==> config.mk <==
export PLATFORM = sky130hd
export DESIGN_NAME = breakpoint_address_table_unit
export DESIGN_NICKNAME = d
export VERILOG_FILES = /design/src/sv/bat_pkg.sv /design/src/sv/bat_mem.sv /design/src/sv/bat_ctrl.sv /design/src/sv/breakpoint_address_table_unit.sv
export SDC_FILE = /design/constraint.sdc
export NUM_CORES = 1
export LEC_CHECK = 0
export BUFFER_PORTS_ARGS = -buffer_cell sky130_fd_sc_hd__buf_2
export CAP_MARGIN = 25
export CELL_PAD_IN_SITES_DETAIL_PLACEMENT = 1
export CELL_PAD_IN_SITES_GLOBAL_PLACEMENT = 1
export CORE_MARGIN = 4
export CORE_UTILIZATION = 40
export DETAILED_ROUTE_END_ITERATION = 6
export MAX_ROUTING_LAYER = met4
export PLACE_DENSITY = 0.67
export REMOVE_ABC_BUFFERS = 1
export SLEW_MARGIN = 10
export SYNTH_ARGS = -nofsm -noshare
export SYNTH_HDL_FRONTEND = slang
export SYNTH_SLANG_ARGS = --single-unit
==> constraint.sdc <==
create_clock -name clk -period 5.5 [get_ports clk]
set_input_delay 1.1 -clock clk [delete_from_list [all_inputs] [get_ports clk]]
set_output_delay 1.1 -clock clk [all_outputs]
set_load 0.02 [all_outputs]
==> src/sv/bat_pkg.sv <==
// ----------------------------------------------------------------------------
// bat_pkg - breakpoint address table shared definitions
// Field widths, operation codes, sequencer states and the result struct.
// ----------------------------------------------------------------------------
package bat_pkg;

	localparam int DEF_TABLE_DEPTH = 8;
	localparam int DEF_ADDR_BITS   = 32;

	localparam int OP_W      = 2;
	localparam int IN_ADDR_W = 32;
	localparam int POS_W     = 8;
	localparam int CNT_OUT_W = 4;

	localparam int IN_DATA_W  = 48;  // op + addr + position, padded to bytes
	localparam int OUT_DATA_W = 8;   // ok + count, padded to a byte

	typedef enum logic [OP_W-1:0] {
		OP_SET   = 2'd0,
		OP_CLEAR = 2'd1,
		OP_QUERY = 2'd2
	} op_t;

	typedef enum logic [2:0] {
		ST_IDLE,
		ST_SRCH_RD,
		ST_SRCH_CMP,
		ST_SHIFT_RD,
		ST_SHIFT_WR,
		ST_RESP
	} state_t;

	typedef struct packed {
		logic                 ok;
		logic [CNT_OUT_W-1:0] count;
	} result_t;

endpackage

==> src/sv/bat_mem.sv <==
// ----------------------------------------------------------------------------
// bat_mem - entry storage
// One write port, one read port, registered read data. No reset of contents.
// ----------------------------------------------------------------------------
module bat_mem #(
	parameter int DEPTH  = 8,
	parameter int DATA_W = 32,
	parameter int IDX_W  = (DEPTH > 1) ? $clog2(DEPTH) : 1
) (
	input  logic              clk,
	input  logic              we,
	input  logic [IDX_W-1:0]  waddr,
	input  logic [DATA_W-1:0] wdata,
	input  logic              re,
	input  logic [IDX_W-1:0]  raddr,
	output logic [DATA_W-1:0] rdata
);

	logic [DATA_W-1:0] mem_q [DEPTH];

	always_ff @(posedge clk) begin
		if (we) begin
			mem_q[waddr] <= wdata;
		end
	end

	always_ff @(posedge clk) begin
		if (re) begin
			rdata <= mem_q[raddr];
		end
	end

endmodule

==> src/sv/bat_ctrl.sv <==
// ----------------------------------------------------------------------------
// bat_ctrl - operation sequencer
// Walks the table one entry at a time through a single comparator for set and
// query, and moves entries down one place, a read then a write each, for clear.
// ----------------------------------------------------------------------------
module bat_ctrl #(
	parameter int TABLE_DEPTH = 8,
	parameter int ADDR_BITS   = 32,
	parameter int IDX_W       = (TABLE_DEPTH > 1) ? $clog2(TABLE_DEPTH) : 1
) (
	input  logic                            clk,
	input  logic                            arst_n,
	input  logic                            in_valid,
	output logic                            in_ready,
	input  logic [bat_pkg::OP_W-1:0]        in_op,
	input  logic [bat_pkg::IN_ADDR_W-1:0]   in_addr,
	input  logic [bat_pkg::POS_W-1:0]       in_pos,
	output logic                            res_valid,
	input  logic                            res_ready,
	output bat_pkg::result_t                res,
	output logic                            mem_we,
	output logic [IDX_W-1:0]                mem_waddr,
	output logic [ADDR_BITS-1:0]            mem_wdata,
	output logic                            mem_re,
	output logic [IDX_W-1:0]                mem_raddr,
	input  logic [ADDR_BITS-1:0]            mem_rdata
);

	import bat_pkg::*;

	localparam int CW = $clog2(TABLE_DEPTH + 1);

	state_t         state_q, state_d;
	op_t            op_q;
	logic [ADDR_BITS-1:0] addr_q;
	logic [CW-1:0]  idx_q, idx_d;
	logic [CW-1:0]  count_q, count_d;
	logic           ok_q, ok_d;
	logic [CW:0]    idx_nxt;
	logic           accept;

	assign accept  = in_valid && in_ready;
	assign idx_nxt = {1'b0, idx_q} + {{CW{1'b0}}, 1'b1};

	always_ff @(posedge clk or negedge arst_n) begin
		if (!arst_n) begin
			state_q <= ST_IDLE;
			count_q <= '0;
		end else begin
			state_q <= state_d;
			count_q <= count_d;
		end
	end

	always_ff @(posedge clk) begin
		if (accept) begin
			op_q   <= op_t'(in_op);
			addr_q <= ADDR_BITS'(in_addr);
		end
		idx_q <= idx_d;
		ok_q  <= ok_d;
	end

	always_comb begin
		state_d   = state_q;
		idx_d     = idx_q;
		count_d   = count_q;
		ok_d      = ok_q;
		in_ready  = 1'b0;
		res_valid = 1'b0;
		mem_we    = 1'b0;
		mem_waddr = count_q[IDX_W-1:0];
		mem_wdata = addr_q;
		mem_re    = 1'b0;
		mem_raddr = idx_q[IDX_W-1:0];
		unique case (state_q)
			ST_IDLE: begin
				in_ready = 1'b1;
				if (in_valid) begin
					ok_d  = 1'b0;
					idx_d = '0;
					case (in_op)
						OP_SET, OP_QUERY: state_d = ST_SRCH_RD;
						OP_CLEAR: begin
							if (in_pos != '0 && in_pos <= POS_W'(count_q)) begin
								idx_d   = CW'(in_pos - POS_W'(1));
								state_d = ST_SHIFT_RD;
							end else begin
								state_d = ST_RESP;
							end
						end
						default: state_d = ST_RESP;  // reserved op: no change
					endcase
				end
			end
			ST_SRCH_RD: begin
				if (idx_q == count_q) begin
					// miss: append on set if there is room
					if (op_q == OP_SET && count_q < CW'(TABLE_DEPTH)) begin
						mem_we  = 1'b1;
						count_d = count_q + CW'(1);
						ok_d    = 1'b1;
					end
					state_d = ST_RESP;
				end else begin
					mem_re  = 1'b1;
					state_d = ST_SRCH_CMP;
				end
			end
			ST_SRCH_CMP: begin
				if (mem_rdata == addr_q) begin
					ok_d    = 1'b1;
					state_d = ST_RESP;
				end else begin
					idx_d   = idx_nxt[CW-1:0];
					state_d = ST_SRCH_RD;
				end
			end
			ST_SHIFT_RD: begin
				if (idx_nxt >= {1'b0, count_q}) begin
					count_d = count_q - CW'(1);
					ok_d    = 1'b1;
					state_d = ST_RESP;
				end else begin
					mem_re    = 1'b1;
					mem_raddr = idx_nxt[IDX_W-1:0];
					state_d   = ST_SHIFT_WR;
				end
			end
			ST_SHIFT_WR: begin
				mem_we    = 1'b1;
				mem_waddr = idx_q[IDX_W-1:0];
				mem_wdata = mem_rdata;
				idx_d     = idx_nxt[CW-1:0];
				state_d   = ST_SHIFT_RD;
			end
			ST_RESP: begin
				res_valid = 1'b1;
				if (res_ready) begin
					state_d = ST_IDLE;
				end
			end
			default: state_d = ST_IDLE;
		endcase
	end

	assign res.ok    = ok_q;
	assign res.count = CNT_OUT_W'(count_q);

endmodule

==> src/sv/breakpoint_address_table_unit.sv <==
// ----------------------------------------------------------------------------
// breakpoint_address_table_unit - breakpoint address table
// Compact list of breakpoint addresses with set, clear-by-position and query.
// ----------------------------------------------------------------------------
//
// Channel   Dir  Fields (tdata, lowest bit first)
// s_axis    in   op[1:0], addr[33:2], position[41:34], zero pad to 48 bits
// m_axis    out  ok[0], count[4:1], zero pad to 8 bits
//
// Steps: the accept, then a registered memory read and a compare per entry for
// set/query (the single comparator checks one entry per read), or a read and
// a write per entry moved for clear, one more step to see the end of the list,
// then the handover of the result. A hit ends the scan early.
// The slowest transaction is a set missing a full table, which compares every entry;
// the result shows on m_tvalid the cycle after the handover.
// Reset clears the fill count, sequencer and output valid only; entry contents
// stay unknown and are never read before being written.
// A stalled m_axis holds its result; the next input is still accepted into
// the sequencer while the previous result waits in the output register.
//
module breakpoint_address_table_unit #(
	parameter int TABLE_DEPTH = bat_pkg::DEF_TABLE_DEPTH,
	parameter int ADDR_BITS   = bat_pkg::DEF_ADDR_BITS
) (
	input  logic                              clk,
	input  logic                              arst_n,
	input  logic                              s_tvalid,
	output logic                              s_tready,
	input  logic [bat_pkg::IN_DATA_W-1:0]     s_tdata,   // op, addr, position
	output logic                              m_tvalid,
	input  logic                              m_tready,
	output logic [bat_pkg::OUT_DATA_W-1:0]    m_tdata    // ok, count
);

	import bat_pkg::*;

	localparam int IDX_W = (TABLE_DEPTH > 1) ? $clog2(TABLE_DEPTH) : 1;

	// input field unpacking
	logic [OP_W-1:0]      in_op;
	logic [IN_ADDR_W-1:0] in_addr;
	logic [POS_W-1:0]     in_pos;

	assign in_op   = s_tdata[OP_W-1:0];
	assign in_addr = s_tdata[OP_W+IN_ADDR_W-1:OP_W];
	assign in_pos  = s_tdata[OP_W+IN_ADDR_W+POS_W-1:OP_W+IN_ADDR_W];

	// sequencer <-> storage
	logic                 mem_we, mem_re;
	logic [IDX_W-1:0]     mem_waddr, mem_raddr;
	logic [ADDR_BITS-1:0] mem_wdata, mem_rdata;

	// sequencer -> output register
	logic    res_valid, res_ready;
	result_t res;

	// output register
	logic    m_tvalid_q;
	result_t m_res_q;

	bat_ctrl #(
		.TABLE_DEPTH (TABLE_DEPTH),
		.ADDR_BITS   (ADDR_BITS),
		.IDX_W       (IDX_W)
	) u_ctrl (
		.clk       (clk),
		.arst_n    (arst_n),
		.in_valid  (s_tvalid),
		.in_ready  (s_tready),
		.in_op     (in_op),
		.in_addr   (in_addr),
		.in_pos    (in_pos),
		.res_valid (res_valid),
		.res_ready (res_ready),
		.res       (res),
		.mem_we    (mem_we),
		.mem_waddr (mem_waddr),
		.mem_wdata (mem_wdata),
		.mem_re    (mem_re),
		.mem_raddr (mem_raddr),
		.mem_rdata (mem_rdata)
	);

	bat_mem #(
		.DEPTH  (TABLE_DEPTH),
		.DATA_W (ADDR_BITS),
		.IDX_W  (IDX_W)
	) u_mem (
		.clk   (clk),
		.we    (mem_we),
		.waddr (mem_waddr),
		.wdata (mem_wdata),
		.re    (mem_re),
		.raddr (mem_raddr),
		.rdata (mem_rdata)
	);

	// result slot is free when empty or draining this cycle
	assign res_ready = !m_tvalid_q || m_tready;

	always_ff @(posedge clk or negedge arst_n) begin
		if (!arst_n) begin
			m_tvalid_q <= 1'b0;
		end else if (res_ready) begin
			m_tvalid_q <= res_valid;
		end
	end

	always_ff @(posedge clk) begin
		if (res_valid && res_ready) begin
			m_res_q <= res;
		end
	end

	assign m_tvalid = m_tvalid_q;
	assign m_tdata  = OUT_DATA_W'({m_res_q.count, m_res_q.ok});

endmodule

==> impl_metrics.py, run 1 <==
metrics = {
    "critical_path": {
        "crit_family": "compound AO/OA/AOI/OAI gates",
        "r2r_setup_slack_ns": 1.96,
        "max_stage_delay_ns": 0.58,
        "critPathBufInv": 2,
        "cp.depth": 10,
        "crit_start": "u_ctrl.idx_q[2]",
        "worstSetupEndpoint": "u_mem.rdata[27]",
        "cp_slowest_cell": "nand2_1",
        "path_max_fanout": 17,
        "critPathRequiredTime_ns": 5.80,
        "critPathCaptureType": "flop",
        "reg2reg_depth": 10,
        "regToRegStartpoint": "u_ctrl.idx_q[2]",
        "critPathArrivalTime_ns": 3.84,
        "crit_type": "flop to flop",
        "reg2reg_to": "u_mem.rdata[27]",
        "critPathLaunchType": "flop",
        "worstPathCellList": "nand3_1 -> xnor2_1 -> ha_1 -> a31oi_1 -> inv_1 -> a211oi_2 -> nand2_1 -> buf_4 -> o211ai_1 -> mux2i_1",
    },
    "yosys": {
        "netlist_instances": 972,
        "ys_ff_latch": 340,
        "synth.avg_cell_area_um2": 16.7,
        "synthTopCellsByArea": "edfxtp_1 (61%), mux2i_1 (9.9%), mux4_2 (8.9%)",
        "ys_types": 58,
        "ys_seq_area_share_pct": 62.5,
        "yosys.area.top_type": "edfxtp_1",
        "synth_edf_count": 332,
        "synthFlopType": "edfxtp_1",
        "async_flop_share_pct": 2.35,
        "syn_area_um2": 16300,
        "synth_top_area_share_pct": 61.2,
        "ys_warn_count": 0,
    },
    "clock_network": {
        "cts_sinks": 340,
        "cts_root_buffer": "clkbuf_16",
        "clkTransAtPathRegs_ns": 0.06,
        "cts_tree": "done",
        "cts_resized": 0,
        "ctsLongestPathBuffers": 3,
        "cts_setup_buffers": 0,
        "insertion_delay_ns": 0.56,
        "cts_hold_buffers": 0,
        "cts_made_buffers": 39,
        "h-tree-depth": 2,
    },
    "global_route": {
        "grt_pass1_vias": 9935,
        "antenna_found_initial": 0,
        "grt_pass1_wl_um": 60100,
        "grt_overflow": 0,
        "grt_max_degree": 138,
        "grt.total_usage_pct": 18.4,
    },
    "finish": {
        "drive_gt1_share_pct": 27.0,
        "n_fill_cell": 3904,
        "area_growth_pct": 12.9,
        "nets": 1092,
        "antenna_cells": 0,
    },
    "sta": {
        "min_period_ns": 3.54,
        "clock_skew_ns": 0.0275,
        "rsz0062_at_grt": "no",
        "max_slew_margin_pct": 34.5,
        "setup_viol": 0,
        "tightestPinTransition_ns": 0.982,
        "hold_viol_final": 0,
        "timing.fmax_mhz": 282,
        "whs_ns": 0.397,
        "slew_viol_final": 0,
        "finalCritPeriodShare_pct": 64.4,
    },
    "power": {
        "peakVddDrop_v": 0.000297,
        "p_per_area_nw_per_um2": 548,
        "power_mw": 10.1,
        "p_leak_nw": 6.33,
    },
    "routing": {
        "drcViolationCount": 0,
        "vias": 9077,
        "viasPerCell": 5.74,
        "drt_iter0_markers": 582,
        "first_pass_iters": 4,
        "wire_per_inst_um": 24.6,
        "wirelength_um": 38800,
        "drt.antenna.violating_nets": 0,
    },
    "floorplanning": {
        "dieWidth_um": 210,
        "ioPinCount": 62,
        "die_y_um": 210,
        "dieArea_um2": 44000,
        "coreArea_um2": 40000,
        "initial_utilization_pct": 40.7,
        "rows": 73,
    },
    "place": {
        "io_buffers": 52,
        "globalplace.congestion": 0.765,
        "hpwl_um": 22100,
    },
    "status": {
        "status": "finished clean",
    },
    "min_path": {
        "min_path_type": "primary input to async pin",
    },
    "job": {
        "drv_cap": 0,
    },
}
==> worst min path at each step <==
stage	depth (start not counted)	endpoint
floorplan	0	m_tdata[0]
global placement	0	m_tdata[0]
detailed placement	0	m_tdata[0]
CTS	1	u_ctrl.state_q[2]
global route	1	u_ctrl.state_q[2]
finish	1	u_ctrl.state_q[2]
==> through the flow <==
| step | instances | cell area (um2) | utilization [%] | TNS (ns) | setup slack, ns |
|---|---|---|---|---|---|
| CTS | 1580 | 18400 | 46.0 | 0 | 1.88 |
| global route | 1580 | 18400 | 46.0 | 0 | 1.69 |
| detailed placement | 1510 | 17200 | 43.0 | 0 | 1.85 |
| floorplan | 906 | 15900 | - | -1437.78 | -7.41 |
| finish | 1580 | 18400 | 46.0 | 0 | 1.96 |
| global placement | 1508 | 17200 | 42.9 | 0 | 1.88 |
==> cell usage in the layout (no fill, tap or decap), types with 2 or more instances in the layout <==
master	n
edfxtp_1	332
conb_1	3
nand3_1	34
mux4_2	64
buf_4	23
clkbuf_1	11
o21a_1	2
nor2b_1	2
mux2_2	64
clkinv_2	7
nand2b_1	4
o211ai_1	33
xor2_1	4
ha_1	12
a32oi_1	32
dfrtp_1	8
xnor2_1	40
buf_12	3
nand4_1	8
nand2_1	11
a211oi_1	3
a21oi_1	8
a31oi_1	5
clkinv_1	8
buf_2	52
nor4_1	2
clkbuf_16	40
o21ai_0	6
inv_1	10
and2_2	2
a21o_1	2
nor2_4	8
nor2_1	11
mux2i_1	161
a22oi_1	2
nor3_1	8
==> flip-flops by register name, summed over array words and instances, names as in the netlist <==
name            flops
u_mem.rdata        32
u_mem.mem_q       256
u_ctrl.count_q      4
m_tvalid            1
m_tdata             5
u_ctrl.state_q      3
u_ctrl.idx_q        4
u_ctrl.addr_q      32
u_ctrl.op_q         2
u_ctrl.ok_q         1
==> area by class of cell <==
cell class                 count  area, um2  share of cell area, %
sequential                   340      10200                   55.3
clock inverter                18        124                  0.674
tap                          525        657                   3.57
inverter                      12       45.0                  0.245
clock buffer                  52       1060                   5.74
multi-input combinational    554       5810                   31.6
timing repair buffer          79        520                   2.83
==> cell usage after synthesis, drive strengths merged (2+ instances only) <==
master and instances:
a2111oi 2, a211oi 4, a21o 2, a21oi 9, a22oi 2, a31oi 5
a32oi 32, and2 2, buf 30, clkbuf 38, dfrtp 8, edfxtp 332
ha 13, inv 11, mux2 64, mux2i 161, mux4 64, nand2 13
nand2b 4, nand3 34, nand4 8, nor2 20, nor2b 3, nor3 8
nor4 2, o211ai 34, o21a 2, o21ai 7, or4 2, xnor2 41
xor2 4
==> where the power goes <==
part | internal, mW | switching, mW | leakage, nW
clock network | 1.40 | 1.02 | 0.577
logic | 1.70 | 2.22 | 2.64
registers | 3.50 | 0.248 | 3.11
total | 6.59 | 3.49 | 6.33
==> cell families after synthesis <==
logic type / count (synthesis) / share of synthesized area (%)
adders and majority gates: 14 / 1.12
buffers and inverters: 80 / 2.39
xor gates and xnor gates: 45 / 2.54
DFF: 340 / 62.5
AOI/OAI and AO/OA: 104 / 5.04
muxes: 289 / 23.2
and+or+nand+nor: 99 / 3.24
other: 1 / 0.0230
==> routing by layer <==
layer | wire length [um] | track usage [%] | part of all wire [%]
met5 | 0 | - | 0
met4 | 771 | 4.91 | 2.0
met3 | 1130 | 2.59 | 2.9
met2 | 19800 | 31.4 | 51
met1 | 17100 | 23.2 | 44
(Power assumes the default switching activity.)
==> run 2: changes to the inputs <==
--- a/config.mk
+++ b/config.mk
@@ -5,6 +5,7 @@
 export SDC_FILE = /design/constraint.sdc
 export NUM_CORES = 1
 export LEC_CHECK = 0
+export ABC_AREA = 1
 export BUFFER_PORTS_ARGS = -buffer_cell sky130_fd_sc_hd__buf_2
 export CAP_MARGIN = 25
 export CELL_PAD_IN_SITES_DETAIL_PLACEMENT = 1
@@ -13,7 +14,7 @@
 export CORE_UTILIZATION = 40
 export DETAILED_ROUTE_END_ITERATION = 6
 export MAX_ROUTING_LAYER = met4
-export PLACE_DENSITY = 0.67
+export PLACE_DENSITY = 0.71
 export REMOVE_ABC_BUFFERS = 1
 export SLEW_MARGIN = 10
 export SYNTH_ARGS = -nofsm -noshare
==> constraint.sdc (replaced) <==
create_clock -name clk -period 3.3 [get_ports clk]
set_input_delay 0.66 -clock clk [delete_from_list [all_inputs] [get_ports clk]]
set_output_delay 0.66 -clock clk [all_outputs]
set_load 0.02 [all_outputs]
==> run 2 against run 1 <==
Against the previous run: final area is 1.9% lower; non-clock buffer count is 12 higher; first-iteration DRC count grew 29%; register-to-register slack got worse by 1.6 ns; total power increased by 71%; sequential share of layout area increased by 1.1 points; die area fell by 3.4%; wire length grew 10%.
==> impl_metrics.py, run 2 <==
metrics = {
    "finish": {
        "largest_register_ffs": 256,
        "final_util_pct": 46.6,
        "n_fill_cell": 4324,
        "final_cell_mix": "nand2_1 (393), edfxtp_1 (332), nand3_1 (277)",
        "nets": 1665,
        "area_growth_pct": 14.9,
        "drive_gt1_share_pct": 10.9,
        "reg_top3": "u_mem.mem_q x256, u_ctrl.addr_q x32, u_mem.rdata x32",
        "regMostFlops": "u_mem.mem_q",
        "antenna_cells": 0,
        "mostFrequentLayoutCell": "nand2_1",
    },
    "place": {
        "globalplace.congestion": 0.781,
        "hpwl_um": 23900,
        "pre_cts_slack_ns": 0.241,
        "io_buffers": 52,
    },
    "job": {
        "drv_cap": 0,
    },
    "yosys": {
        "netlist_instances": 1535,
        "ys_types": 36,
        "synth_top_area_share_pct": 63.5,
        "synth_most_common_cell": "nand2_1",
        "synth_edf_count": 332,
        "yosys-top-cells-count": "nand2_1 (395), edfxtp_1 (332), nand3_1 (277), inv_1 (269), nor2_1 (38)",
        "ys_seq_area_share_pct": 64.8,
        "synth.avg_cell_area_um2": 10.2,
        "yosys.area.top_type": "edfxtp_1",
        "ys_warn_count": 0,
        "syn_area_um2": 15700,
        "async_flop_share_pct": 2.35,
        "ys_ff_latch": 340,
        "synthFlopType": "edfxtp_1",
        "synthTopCellsByArea": "edfxtp_1 (63%), nand2_1 (9.4%), nand3_1 (8.8%)",
    },
    "critical_path": {
        "critPathLaunchType": "flop",
        "reg2reg_depth": 14,
        "critPathRequiredTime_ns": 3.59,
        "regToRegStartpoint": "u_ctrl.idx_q[0]",
        "critPathCaptureType": "flop",
        "reg2reg_to": "u_mem.rdata[30]",
        "critPathArrivalTime_ns": 3.27,
        "crit_type": "flop to flop",
        "r2r_setup_slack_ns": 0.32,
        "path_max_fanout": 49,
    },
    "min_path": {
        "min_to": "u_ctrl.addr_q[10]",
        "worstHoldStart": "s_tdata[12]",
        "min_path_type": "primary input to flop",
        "holdPathStages": 1,
    },
    "floorplanning": {
        "ioPinCount": 62,
        "dieWidth_um": 206,
        "dieArea_um2": 42500,
        "rows": 72,
        "initial_utilization_pct": 40.5,
        "coreArea_um2": 38700,
        "die_y_um": 206,
    },
    "global_route": {
        "grt_pass1_vias": 11721,
        "antenna_found_initial": 0,
        "grt_pass1_wl_um": 66100,
        "grt_max_degree": 97,
        "grt.total_usage_pct": 20.9,
        "grt_overflow": 0,
    },
    "power": {
        "p_sw_share_pct": 39.6,
        "pwr-share-clk_pct": 24.1,
        "p_leak_nw": 7.71,
        "p_per_area_nw_per_um2": 953,
        "switching_power_mw": 6.80,
        "intPower_mw": 10.4,
        "power_mw": 17.2,
        "seq_power_share_pct": 36.3,
        "peakVddDrop_v": 0.000790,
        "p_comb_share_pct": 39.6,
    },
    "sta": {
        "max_slew_margin_pct": 39.0,
        "setup_ws_ns": 0.322,
        "slew_viol_final": 0,
        "finalCritPeriodShare_pct": 90.2,
        "setup_tns_ns": 0,
        "setup_viol": 0,
        "rsz0062_at_grt": "no",
        "hold_viol_final": 0,
        "clock_skew_ns": 0.00797,
        "timing.fmax_mhz": 336,
        "min_period_ns": 2.98,
        "tightestPinTransition_ns": 0.906,
    },
    "clock_network": {
        "cts_root_buffer": "clkbuf_16",
        "cts_tree": "done",
        "clkTransAtPathRegs_ns": 0.06,
        "cts_sinks": 340,
        "cts_made_buffers": 40,
        "ctsLongestPathBuffers": 3,
        "h-tree-depth": 2,
        "insertion_delay_ns": 0.55,
    },
    "routing": {
        "wirelength_um": 42800,
        "drcViolationCount": 0,
        "vias": 11048,
        "viasPerCell": 5.15,
        "drt.antenna.violating_nets": 0,
        "first_pass_iters": 5,
        "wire_per_inst_um": 20.0,
        "drt_iter0_markers": 750,
    },
    "status": {
        "status": "finished clean",
    },
}
-- run 2: cell count changes in the layout (fill, tap and decap cells not counted), sizes merged, moves of 19 or more --
cell,delta
inv,+264
o211ai,-34
mux4,-64
nand3,+245
a32oi,-32
mux2i,-161
nor2,+19
nand2,+384
mux2,-64
nand3b,+34
-- run 2: cell type report --
type,instances,area [um2],area share [%]
sequential,340,10200,56.4
multi-input combinational,852,4210,23.4
clock buffer,48,1050,5.83
inverter,274,1030,5.72
timing repair buffer,91,763,4.23
tap,518,648,3.59
clock inverter,23,161,0.895
-- run 2: cells by family after synthesis --
logic type,count (synthesis),share of synthesized area (%)
and+or+nand+nor,771,22.1
buffers and inverters,345,9.05
DFF,340,64.8
AOI/OAI and AO/OA,35,1.33
xor gates and xnor gates,29,1.62
adders and majority gates,14,1.16
other,1,0.0239
-- run 2: metal layers --
layer	global-route usage, %	up-vias	wire [um]
met5	-	-	0
met4	6.56	0	1250
met3	2.70	85	1780
met2	34.8	247	21000
met1	26.9	5564	18700
li1	-	5152	-
-- run 2: worst max path at each step --
stage | from | endpoint | slack, ns | cells past startpoint
3_3_place_gp | u_ctrl.idx_q[0] | u_mem.rdata[21] | 0.35 | 14
4_1_cts | u_ctrl.idx_q[0] | u_mem.rdata[10] | 0.24 | 14
2_1_floorplan | u_ctrl.idx_q[0] | u_mem.rdata[0] | -1.38 | 15
5_1_grt | u_ctrl.idx_q[1] | u_mem.rdata[5] | 0.03 | 14
6_report | u_ctrl.idx_q[0] | u_mem.rdata[30] | 0.32 | 14
3_5_place_dp | u_ctrl.idx_q[0] | u_mem.rdata[10] | 0.24 | 14
-- run 2: repair_timing --
item | 4_1_cts | 5_1_grt
endpoints found under the hold margin | 8 | 0
setup buffers | 0 | 0
hold buffers | 1 | 0
endpoints found under the setup margin | 0 | 4
gates resized for setup | 0 | 2
-- run 2: through the flow --
stage | cells | hold slack (ns) | instance area [um2]
after floorplan | 1466 | 0.364 | 15300
after global placement | 2074 | 0.446 | 16800
after detailed placement | 2074 | 0.447 | 16800
after CTS | 2146 | 0.262 | 18000
after global routing | 2146 | 0.267 | 18000
final | 2146 | 0.289 | 18000
-- run 2: power by group through the flow --
stage / logic, mW / registers, mW / clock network, mW
after floorplan: 4.07 / 6.27 / 0
after global placement: 6.54 / 6.29 / 0
after detailed placement: 6.82 / 6.32 / 0
after CTS: 6.89 / 6.24 / 4.24
after global routing: 7.62 / 6.30 / 4.41
final: 6.81 / 6.24 / 4.15
-- run 2: critical path, cell delays in order (launching register included) --
cell and delay, ns:
edfxtp_1 0.35, buf_4 0.16, inv_1 0.11, nor3_1 0.25, xor2_1 0.22, ha_1 0.27, nand2_1 0.20, nand3_4 0.21
nand2_2 0.18, buf_12 0.30, nand3_1 0.15, nand3_1 0.13, nand2_1 0.06, nand2_1 0.06, nand2_1 0.06
